## src/design/tsin_cdiv.sv

```systemverilog
module tsin_cdiv #(
  parameter int W       = 28,
  parameter int DIVISOR = 6
) (
  input  logic                                clk,
  input  logic [3:0]                          adv,
  input  logic signed [W-1:0]                 p,
  output logic signed [W-$clog2(DIVISOR):0]   q
);
  // Quotient truncated toward zero: the magnitude is multiplied by a
  // reciprocal that never overshoots, then one compare corrects it.
  localparam int K  = W - 1;
  localparam int DW = $clog2(DIVISOR);
  localparam int MW = K - DW + 1;
  localparam int QW = MW;
  localparam int RW = DW + 1;
  localparam longint unsigned RECIP = (64'd1 << K) / DIVISOR;
  localparam logic [MW-1:0] RECIP_C = MW'(RECIP);

  logic signed [W-1:0] p_neg;
  logic [K-1:0]        mag_next;
  logic [K-1:0]        mag1;
  logic                neg1;
  logic [K-1:0]        mag2;
  logic                neg2;
  logic [K+MW-1:0]     prod2;
  logic [QW-1:0]       q0_next;
  logic [K-1:0]        qd;
  logic [K-1:0]        rem_full;
  logic [QW-1:0]       q03;
  logic [RW-1:0]       rem3;
  logic                neg3;
  logic [QW:0]         qc;
  logic signed [QW:0]  q_next;

  assign p_neg    = -p;
  assign mag_next = p[W-1] ? p_neg[K-1:0] : p[K-1:0];
  assign q0_next  = prod2[K +: QW];
  assign qd       = K'(q0_next) * K'(DIVISOR);
  assign rem_full = mag2 - qd;
  assign qc       = {1'b0, q03} + (QW+1)'(rem3 >= RW'(DIVISOR));
  assign q_next   = neg3 ? -$signed(qc) : $signed(qc);

  always_ff @(posedge clk) begin
    if (adv[0]) begin
      mag1 <= mag_next;
      neg1 <= p[W-1];
    end
    if (adv[1]) begin
      mag2  <= mag1;
      neg2  <= neg1;
      prod2 <= (K+MW)'(mag1) * (K+MW)'(RECIP_C);
    end
    if (adv[2]) begin
      q03  <= q0_next;
      rem3 <= rem_full[RW-1:0];
      neg3 <= neg2;
    end
    if (adv[3]) begin
      q <= q_next;
    end
  end

endmodule
```

## config.mk

```make
export PLATFORM = sky130hd
export DESIGN_NAME = tsin_cdiv
export DESIGN_NICKNAME = d
export VERILOG_FILES = /design/src/design/tsin_cdiv.sv
export SDC_FILE = /design/constraint.sdc
export NUM_CORES = 1
export LEC_CHECK = 0
export BUFFER_PORTS_ARGS = -buffer_cell sky130_fd_sc_hd__buf_4
export CORE_ASPECT_RATIO = 0.9
export CORE_MARGIN = 2
export CORE_UTILIZATION = 44
export CTS_CLUSTER_DIAMETER = 40
export DETAILED_ROUTE_END_ITERATION = 12
export MAX_ROUTING_LAYER = met4
export PLACE_DENSITY = 0.57
export SETUP_SLACK_MARGIN = 0.15
export SLEW_MARGIN = 20
export SYNTH_ARGS = -nofsm -noshare
export SYNTH_HDL_FRONTEND = slang
export SYNTH_SLANG_ARGS = --single-unit
```

## constraint.sdc

```tcl
create_clock -name clk -period 11.8 [get_ports clk]
set_input_delay 1.77 -clock clk [delete_from_list [all_inputs] [get_ports clk]]
set_output_delay 1.77 -clock clk [all_outputs]
set_load 0.02 [all_outputs]
```

==> results of run 1 <==
## final timing paths
check / startpoint / end / slack (ns)
worst max register to register: mag1[1]$_DFFE_PP_ / prod2[49]$_DFFE_PP_ / 4.54
worst max-delay path: mag1[1]$_DFFE_PP_ / prod2[49]$_DFFE_PP_ / 4.54
worst min-delay path: prod2[42]$_DFFE_PP_ / q03[15]$_DFFE_PP_ / 0.42
worst min register to register: prod2[42]$_DFFE_PP_ / q03[15]$_DFFE_PP_ / 0.42
## synthesized netlist by cell type, types with 5 or more instances
library cell,n,area [um2]
inv_1,359,1350
ha_1,275,3440
fa_1,223,4460
edfxtp_1,112,3360
xnor2_1,71,622
nand2_1,62,233
a21oi_1,47,235
o21ai_0,46,230
xor2_1,39,342
nor2_1,31,116
nand3_1,28,140
a21o_1,20,150
nor3_1,19,95.1
and3_1,17,106
clkbuf_1,13,48.8
nand4_1,12,75.1
o31ai_1,12,90.1
nand2b_1,11,68.8
a211oi_1,7,52.6
a31oi_1,7,43.8
o21bai_1,7,52.6
and4_1,6,52.6
o211ai_1,5,37.5
## state kept, by name, indices dropped and copies added (netlist names)
signal  cells
q          26
neg1        1
mag1       27
q03        25
neg2        1
neg3        1
rem3        3
prod2      25
mag2        3
## metrics by stage
stage | instance area [um2] | std cells | util, %
4_1_cts | 17300 | 2029 | 48.1
2_1_floorplan | 16000 | 1493 | -
3_5_place_dp | 17000 | 2014 | 47.2
5_1_grt | 17300 | 2029 | 48.1
6_report | 17300 | 2029 | 48.1
3_3_place_gp | 17000 | 2014 | 47.2
## metal layers
| layer | vias up | global-route usage [%] | share of wire [%] |
|---|---|---|---|
| met5 | - | - | 0 |
| met4 | 0 | 3.83 | 1.3 |
| met3 | 27 | 3.24 | 4.2 |
| met2 | 194 | 35.7 | 46 |
| met1 | 5015 | 30.0 | 48 |
| li1 | 5037 | - | - |
## final cells by class
cell class                 count  area [um2]
clock buffer                   9         225
inverter                     359        1350
tap                          476         596
clock inverter                 6        82.6
multi-input combinational   1009       11200
sequential                   112        3360
fill                        3336       18700
timing repair buffer          58         435
## cell usage in the layout (no fill, tap or decap), types with 3 or more instances in the layout
master and n:
inv_1 359, ha_1 275, fa_1 223, edfxtp_1 112
xnor2_1 71, nand2_1 62, buf_4 58, a21oi_1 47
o21ai_0 46, xor2_1 39, nor2_1 31, nand3_1 28
a21o_1 20, nor3_1 19, and3_1 17, nand4_1 12
o31ai_1 12, nand2b_1 11, clkbuf_16 9, a31oi_1 7
o21bai_1 7, a211oi_1 7, and4_1 6, o211ai_1 5
a211o_1 4, and2_1 3, or2_2 3, a2111o_1 3
or3_1 3, or4_1 3, or4_4 3
## kinds of logic after synthesis
| family | Yosys count | synth area share [%] |
|---|---|---|
| fa+ha+maj | 498 | 49.5 |
| buf+inv | 372 | 8.74 |
| simple gates | 211 | 6.81 |
| compound gates | 188 | 7.76 |
| flops | 112 | 21.1 |
| xor+xnor | 110 | 6.03 |
| mux | 2 | 0.125 |
==> reports/qor.csv, run 1 <==
stage,metric,value,unit
run_status,run status,"complete, no violations",
timing,final setup violation count,0,
timing,Highest Clock Rate,138,MHz
die,die area,37800,um2
worst_setup_path,cell occurring most often along the worst timing path,fa_1,
detailed_routing,drt initial violations,567,
logic_synthesis,share of synthesized area occupied by flip-flops and latches,21.1,%
timing,number of failing hold endpoints at the final stage,0,
clock_network,Inserted Clock Buffers,9,
worst_setup_path,"Data required, critical path",11.92,ns
die,core area,35900,um2
final_layout,Area growth syn-to-layout,8.07,%
detailed_routing,post-detailed-route DRC marker count,0,
clock_network,worst-case clock buffer depth,2,
clock_network,TritonCTS clock tree,done,
logic_synthesis,fraction of registers with async set or reset after synthesis,0,%
clock_network,buffer type at the clock tree root,clkbuf_16,
final_layout,diode insertion count for antenna repair,0,
clock_network,number of hold buffers added after cts,0,
logic_synthesis,number of cells produced by synthesis,1493,
clock_network,H-tree depth,3,
timing,clk_skew,0.0106,ns
detailed_routing,Wirelength per Cell,19.1,um
logic_synthesis,flop and latch count out of synthesis,112,
timing,crit path time final,7.26,ns
die,DIE HEIGHT,185,um
timing,worst setup slack after layout,4.54,ns
timing,Min Hold Slack,0.418,ns
clock_network,post-CTS clock slew at the launch and capture registers of the worst setup and hold paths,0.08,ns
clock_network,Post-CTS Setup Inserts,0,
logic_synthesis,Post-synth top flop,edfxtp_1,
flow_run,reported max-cap violation count,0,
detailed_routing,total routed wirelength,38.8,mm
worst_setup_path,Slowest cell on crit path,edfxtp_1,
clock_network,number of clock sinks,112,
min_path,Hold Path Class,register to register,
logic_synthesis,Syn Area/Cell,10.7,um2
worst_setup_path,CP endpoint kind,register,
global_route,vias in the first global route,10800,
placement,DP Worst Slack,4.53,ns
logic_synthesis,Post-synth EDFFs,112,
clock_network,clock network latency to the later pin of the worst-skew pair,0.37,ns
die,Die X-Extent,205,um
worst_setup_path,number of buffers and inverters on the critical path,2,
worst_setup_path,peak per-stage delay on the critical path,0.60,ns
logic_synthesis,yosys warns,0,
global_route,overall global routing resource usage,22.1,%
timing,setup TNS,0,ns
timing,worst-margin pin slew,0.732,ns
min_path,hold path cells,0,
final_layout,proportion of layout cells with a drive suffix above 1,5.80,%
worst_setup_path,category of cells accounting for the largest share of critical-path delay,adder cells,
die,row cnt,66,
worst_setup_path,worst setup path category,register to register,
worst_setup_path,r2r worst-path depth,21,
worst_setup_path,worst-path cell chain,ha_1 -> xor2_1 -> ha_1 -> nand2b_1 -> fa_1 -> fa_1 -> fa_1 -> fa_1 -> inv_1 -> fa_1 -> inv_1 -> ha_1 -> o211ai_1 -> or2_2 -> a2111o_1 -> nor3_1 -> nor2_1 -> a31oi_1 -> a31o_2 -> a21oi_1 -> xnor2_1,
placement,half-perimeter wire length after placement,34.3,mm
global_route,wire length of the first global-routing pass,60.7,mm
final_layout,Layout Nets,2080,
placement,Final GP Congestion,1.00,
timing,"Slew Viols, Final",0,
global_route,residual overflow from global routing,0,
worst_setup_path,path length in cells of the critical path,21,
worst_setup_path,highest net fanout along the worst path,8,
global_route,initial antenna violation count,0,
logic_synthesis,Post-Syn Nets,2024,
detailed_routing,vias per std cell,5.06,
timing,relative max-transition margin,50.8,%
placement,Port-buffer cells,58,
timing,setup repair after global routing missed its margin,no,
clock_network,quantity of gates resized following cts,0,
worst_setup_path,WP data arrival,7.38,ns
timing,final clock period utilization by the worst path,61.5,%
logic_synthesis,"Cell Area, Synth",16000,um2
logic_synthesis,Synth cell types,56,
global_route,pin count of the biggest net entering global routing,30,
die,number of top-level design ports,59,
detailed_routing,iteration count of the initial detailed-routing pass,5,
die,initial core utilization,44.5,%
detailed_routing,Final ANT Viol Nets,0,
detailed_routing,via count of the routed design,10300,
worst_setup_path,category of the worst setup path launch point,register,
Power of run 1 is left out: the tool's default activity adds up to more than one toggle a clock period on the data nets, which glitch-free logic cannot reach.
==> inputs of run 2 (changes only) <==
- PLACE_DENSITY: 0.57 -> 0.59
- clock period: 11.8 -> 5.85 ns (I/O delays scaled with it)
==> reports/qor.csv, run 2 (synthesized netlist as in run 1, its figures left out) <==
stage,metric,value,unit,change
run_status,run status,"finished, violations left",,
run_status,failing checks,setup timing,,
clock_network,H-tree depth,3,,unchanged
worst_setup_path,CP endpoint kind,register,,
die,Die X-Extent,205,um,unchanged
timing,"Slew Viols, Final",0,,unchanged
detailed_routing,via count of the routed design,11600,,+13%
global_route,overall global routing resource usage,24.2,%,+2.1 points
worst_setup_path,category of cells accounting for the largest share of critical-path delay,adder cells,,
placement,Port-buffer cells,58,,unchanged
placement,placed cell area,19100,um2,+13%
final_layout,post-layout util,57.7,%,+9.6 points
final_layout,top register by number of flip-flops,mag1,,
detailed_routing,drt initial violations,560,,-1.2%
detailed_routing,total routed wirelength,42.8,mm,+10%
placement,instance count after placement with tap cells included,2243,,+11%
timing,clk_skew,0.0216,ns,+0.0110 ns
clock_network,post-CTS clock slew at the launch and capture registers of the worst setup and hold paths,0.08,ns,about the same
clock_network,TritonCTS clock tree,done,,
timing,Highest Clock Rate,158,MHz,+15%
clock_network,buffer type at the clock tree root,clkbuf_16,,
flow_run,reported max-cap violation count,0,,unchanged
timing,final clock period utilization by the worst path,108,%,+47 points
die,die area,37800,um2,unchanged
worst_setup_path,r2r worst-path depth,23,,+9.5%
global_route,residual overflow from global routing,0,,unchanged
final_layout,most frequent standard cell in the layout excluding fill and tap cells,buf_4,,
timing,setup repair after global routing missed its margin,yes,,
detailed_routing,met3 routed WL,1.68,mm,+3.1%
global_route,initial antenna violation count,1,,+1
min_path,hold path cells,0,,unchanged
detailed_routing,Final ANT Viol Nets,0,,unchanged
worst_setup_path,peak per-stage delay on the critical path,0.57,ns,-0.03 ns
detailed_routing,vias per std cell,4.96,,-1.9%
detailed_routing,detailed route wirelength on metal2,19.6,mm,+9.5%
clock_network,number of clock sinks,112,,unchanged
final_layout,Layout Nets,2377,,+14%
detailed_routing,iteration count of the initial detailed-routing pass,5,,unchanged
final_layout,registers with the highest flip-flop counts,"mag1: 27 flops, q: 26 flops",,
worst_setup_path,path length in cells of the critical path,23,,+9.5%
worst_setup_path,WP data arrival,6.46,ns,-0.92 ns
final_layout,Area growth syn-to-layout,29.6,%,
global_route,vias in the first global route,12200,,+13%
final_layout,post-route standard cell area excluding fillers,20700,um2,+20%
detailed_routing,top sig layer,met4,,
clock_network,Inserted Clock Buffers,9,,unchanged
die,row cnt,66,,unchanged
worst_setup_path,worst-path cell chain,ha_4 -> xor2_2 -> ha_1 -> inv_1 -> fa_1 -> inv_1 -> fa_1 -> fa_1 -> inv_2 -> fa_1 -> inv_1 -> fa_1 -> ha_4 -> buf_6 -> nor3_2 -> or2_4 -> a2111o_1 -> o22ai_1 -> nor2_2 -> a31oi_4 -> a31o_4 -> a21oi_2 -> xnor2_1,,
worst_setup_path,highest net fanout along the worst path,4,,-4
die,DIE HEIGHT,185,um,unchanged
clock_network,number of hold buffers added after cts,0,,unchanged
die,number of top-level design ports,59,,unchanged
worst_setup_path,number of buffers and inverters on the critical path,5,,+3
detailed_routing,metal1 wirelength,20.5,mm,+9.5%
die,core area,35900,um2,unchanged
worst_setup_path,"Data required, critical path",5.99,ns,-5.93 ns
detailed_routing,post-detailed-route DRC marker count,0,,unchanged
final_layout,"Cell Count, Final, Fillers Out",2329,,+15%
worst_setup_path,category of the worst setup path launch point,register,,
timing,worst-margin pin slew,0.739,ns,+0.00668 ns
timing,final setup violation count,19,,+19
clock_network,worst-case clock buffer depth,2,,unchanged
timing,Min Hold Slack,0.415,ns,-0.00374 ns
min_path,Hold Path Class,register to register,,
timing,relative max-transition margin,50.3,%,-0.45 points
final_layout,flip-flop count of the largest register after layout,27,,unchanged
timing,number of failing hold endpoints at the final stage,0,,unchanged
placement,Final GP Congestion,0.976,,-2.8%
final_layout,proportion of layout cells with a drive suffix above 1,30.4,%,+25 points
global_route,pin count of the biggest net entering global routing,30,,unchanged
worst_setup_path,Slowest cell on crit path,fa_1,,
final_layout,most used cells in the layout excluding fill and tap cells,"buf_4 (323), inv_1 (320), ha_1 (226), fa_1 (202), edfxtp_1 (112)",,
timing,worst setup slack after layout,-0.474,ns,-5.01 ns
final_layout,filler instances,3099,,-7.1%
worst_setup_path,worst setup path category,register to register,,
die,initial core utilization,44.5,%,unchanged
worst_setup_path,cell occurring most often along the worst timing path,fa_1,,
placement,half-perimeter wire length after placement,37.6,mm,+9.6%
global_route,wire length of the first global-routing pass,66.3,mm,+9.2%
clock_network,clock network latency to the later pin of the worst-skew pair,0.39,ns,+0.02 ns
detailed_routing,Wirelength per Cell,18.4,um,-3.9%
timing,crit path time final,6.32,ns,-0.935 ns
[run 2: stage by stage]
step | setup slack [ns] | TNS (ns)
3_5_place_dp | -0.702 | -9.70
4_1_cts | -0.391 | -5.75
3_3_place_gp | -0.652 | -9.06
6_report | -0.474 | -6.31
2_1_floorplan | -0.265 | -0.983
5_1_grt | -0.716 | -11.13
[run 2: timing repair]
action,CTS,global route
endpoints found under the setup margin,25,25
cloned,0,0
gates resized for setup,97,88
pin swaps,78,99
setup buffers,48,20
[run 2: final cells by class]
cell class              instances  area (um2)  area share [%]
well taps                     476         596            2.88
inverters                     359        1350            6.52
clock inverters                 7        96.3           0.465
clock buffers                   9         225            1.09
repair buffers                355        2790            13.5
diodes                          2        5.00          0.0242
flip-flops and latches        112        3360            16.2
multi-input cells            1009       12300            59.3
[run 2: path summary, 6_finish.rpt]
kind	slack (ns)	end	start
max	-0.47	prod2[49]$_DFFE_PP_	mag1[3]$_DFFE_PP_
min	0.41	q03[24]$_DFFE_PP_	prod2[51]$_DFFE_PP_
max reg2reg	-0.47	prod2[49]$_DFFE_PP_	mag1[3]$_DFFE_PP_
min reg2reg	0.41	q03[24]$_DFFE_PP_	prod2[51]$_DFFE_PP_
[run 2: per-layer routing]
layer  up-vias  GRT usage, %
li1       5631             -
met1      5685          32.4
met2       202          39.0
met3        45          3.75
met4         0          5.44
met5         -             -
Power of run 2 is left out for the same reason.
==> inputs of run 3 (changes only) <==
- PLACE_DENSITY: 0.59 -> 0.57
- REMOVE_ABC_BUFFERS: default -> 1
- clock period: 5.85 -> 7.7 ns (I/O delays scaled with it)
==> reports/qor.csv, run 3 (synthesized netlist as in run 1, its figures left out) <==
stage,metric,value,unit,change
final_layout,registers with the highest flip-flop counts,"mag1: 27 flops, q: 26 flops",,
worst_setup_path,cell occurring most often along the worst timing path,fa_1,,
die,Die X-Extent,205,um,unchanged
clock_network,quantity of gates resized following cts,0,,-100%
final_layout,proportion of layout cells with a drive suffix above 1,6.04,%,-24 points
detailed_routing,met3 routed WL,1.87,mm,+12%
die,core area,35900,um2,unchanged
detailed_routing,vias per std cell,5.08,,+2.4%
final_layout,Layout Nets,2083,,-12%
run_status,run status,"complete, no violations",,
timing,relative max-transition margin,45.5,%,-4.8 points
die,row cnt,66,,unchanged
detailed_routing,metal1 wirelength,18.3,mm,-11%
worst_setup_path,path length in cells of the critical path,22,,-4.3%
placement,half-perimeter wire length after placement,34.4,mm,-8.5%
timing,clk_skew,0.0259,ns,+0.00429 ns
detailed_routing,total routed wirelength,38.6,mm,-9.8%
clock_network,buffer type at the clock tree root,clkbuf_16,,
timing,final clock period utilization by the worst path,92.6,%,-15 points
final_layout,most used cells in the layout excluding fill and tap cells,"inv_1 (359), ha_1 (275), fa_1 (223), edfxtp_1 (112), xnor2_1 (71)",,
global_route,wire length of the first global-routing pass,61.2,mm,-7.7%
worst_setup_path,CP endpoint kind,register,,
timing,setup repair after global routing missed its margin,no,,
placement,Port-buffer cells,58,,unchanged
detailed_routing,Final ANT Viol Nets,0,,unchanged
clock_network,post-CTS clock slew at the launch and capture registers of the worst setup and hold paths,0.08,ns,about the same
worst_setup_path,peak per-stage delay on the critical path,0.62,ns,+0.05 ns
worst_setup_path,category of the worst setup path launch point,register,,
timing,"Slew Viols, Final",0,,unchanged
global_route,pin count of the biggest net entering global routing,30,,unchanged
final_layout,diode insertion count for antenna repair,0,,-2
final_layout,top register by number of flip-flops,mag1,,
worst_setup_path,worst setup path category,register to register,,
clock_network,TritonCTS clock tree,done,,
global_route,residual overflow from global routing,0,,unchanged
clock_network,H-tree depth,3,,unchanged
timing,setup TNS,0,ns,+6.31 ns
clock_network,number of clock sinks,112,,unchanged
detailed_routing,top sig layer,met4,,
timing,worst-margin pin slew,0.810,ns,+0.0710 ns
detailed_routing,detailed route wirelength on metal2,17.5,mm,-11%
timing,number of failing hold endpoints at the final stage,0,,unchanged
die,initial core utilization,44.5,%,unchanged
clock_network,Post-CTS Setup Inserts,0,,-100%
final_layout,Area growth syn-to-layout,8.20,%,
worst_setup_path,category of cells accounting for the largest share of critical-path delay,adder cells,,
die,number of top-level design ports,59,,unchanged
global_route,vias in the first global route,10900,,-11%
worst_setup_path,highest net fanout along the worst path,8,,+4
detailed_routing,via count of the routed design,10300,,-11%
die,die area,37800,um2,unchanged
worst_setup_path,WP data arrival,7.25,ns,+0.79 ns
clock_network,worst-case clock buffer depth,2,,unchanged
clock_network,number of hold buffers added after cts,0,,unchanged
placement,Final GP Congestion,1.02,,+4.9%
detailed_routing,drt initial violations,542,,-3.2%
worst_setup_path,"Data required, critical path",7.82,ns,+1.83 ns
detailed_routing,post-detailed-route DRC marker count,0,,unchanged
min_path,hold path cells,0,,unchanged
detailed_routing,iteration count of the initial detailed-routing pass,5,,unchanged
min_path,Hold Path Class,register to register,,
worst_setup_path,worst-path cell chain,ha_1 -> xor2_1 -> ha_1 -> inv_1 -> fa_1 -> inv_1 -> fa_1 -> fa_1 -> inv_1 -> fa_1 -> inv_1 -> fa_1 -> ha_1 -> a21o_1 -> a21o_1 -> a21oi_1 -> o21ai_0 -> or3b_2 -> a221o_1 -> a31oi_1 -> o21bai_1 -> xor2_1,,
final_layout,flip-flop count of the largest register after layout,27,,unchanged
clock_network,Inserted Clock Buffers,9,,unchanged
global_route,initial antenna violation count,0,,-1
die,DIE HEIGHT,185,um,unchanged
worst_setup_path,Slowest cell on crit path,edfxtp_1,,
worst_setup_path,number of buffers and inverters on the critical path,4,,-1
detailed_routing,Wirelength per Cell,19.0,um,+3.4%
flow_run,reported max-cap violation count,0,,unchanged
timing,crit path time final,7.13,ns,+0.810 ns
worst_setup_path,r2r worst-path depth,22,,-4.3%
final_layout,most frequent standard cell in the layout excluding fill and tap cells,inv_1,,
timing,final setup violation count,0,,-19
timing,Highest Clock Rate,140,MHz,-11%
global_route,overall global routing resource usage,22.3,%,-2.0 points
clock_network,clock network latency to the later pin of the worst-skew pair,0.38,ns,about the same
## run 3: changes by cell type in the layout (fill, tap and decap cells not counted), sizes merged
cell	before	now
buf	355	61
clkinv	2	4
diode	2	0
inv	364	362
## run 3: through the flow
step | worst slack, ns | area [um2] | std cells | utilization [%] | hold WS [ns]
6_report | 0.566 | 17300 | 2033 | 48.1 | 0.417
5_1_grt | 0.151 | 17300 | 2033 | 48.1 | 0.424
4_1_cts | 0.445 | 17300 | 2033 | 48.1 | 0.417
3_5_place_dp | 0.453 | 17000 | 2017 | 47.3 | 0.405
3_3_place_gp | 0.446 | 17000 | 2017 | 47.3 | 0.403
2_1_floorplan | 1.22 | 15900 | 1480 | - | 0.400
## run 3: routing by layer
| metal | GRT usage, % | vias up |
|---|---|---|
| met5 | - | - |
| met4 | 5.73 | 0 |
| met3 | 3.39 | 41 |
| met2 | 35.2 | 247 |
| met1 | 30.0 | 4997 |
| li1 | - | 5049 |
## run 3: area by class of cell
type | count | area, um2
clock inverter | 7 | 73.8
tap | 476 | 596
clock buffer | 9 | 225
sequential | 112 | 3360
inverter | 359 | 1350
fill | 3334 | 18600
timing repair buffer | 61 | 458
multi-input combinational | 1009 | 11200
## run 3: worst register-to-register path: stages, from the launching register on
cell and delay (ns):
edfxtp_1 0.62, ha_1 0.49, xor2_1 0.22, ha_1 0.37, inv_1 0.07, fa_1 0.52
inv_1 0.07, fa_1 0.50, fa_1 0.54, inv_1 0.05, fa_1 0.53, inv_1 0.05
fa_1 0.48, ha_1 0.39, a21o_1 0.18, a21o_1 0.17, a21oi_1 0.12, o21ai_0 0.08
or3b_2 0.52, a221o_1 0.37, a31oi_1 0.28, o21bai_1 0.11, xor2_1 0.14
## run 3: worst paths after layout
kind                            start                  end  slack [ns]
setup / recovery    mag1[1]$_DFFE_PP_  prod2[36]$_DFFE_PP_        0.57
hold / removal    prod2[42]$_DFFE_PP_    q03[15]$_DFFE_PP_        0.42
setup reg to reg    mag1[1]$_DFFE_PP_  prod2[36]$_DFFE_PP_        0.57
hold reg to reg   prod2[42]$_DFFE_PP_    q03[15]$_DFFE_PP_        0.42
Power of run 3 is left out for the same reason.
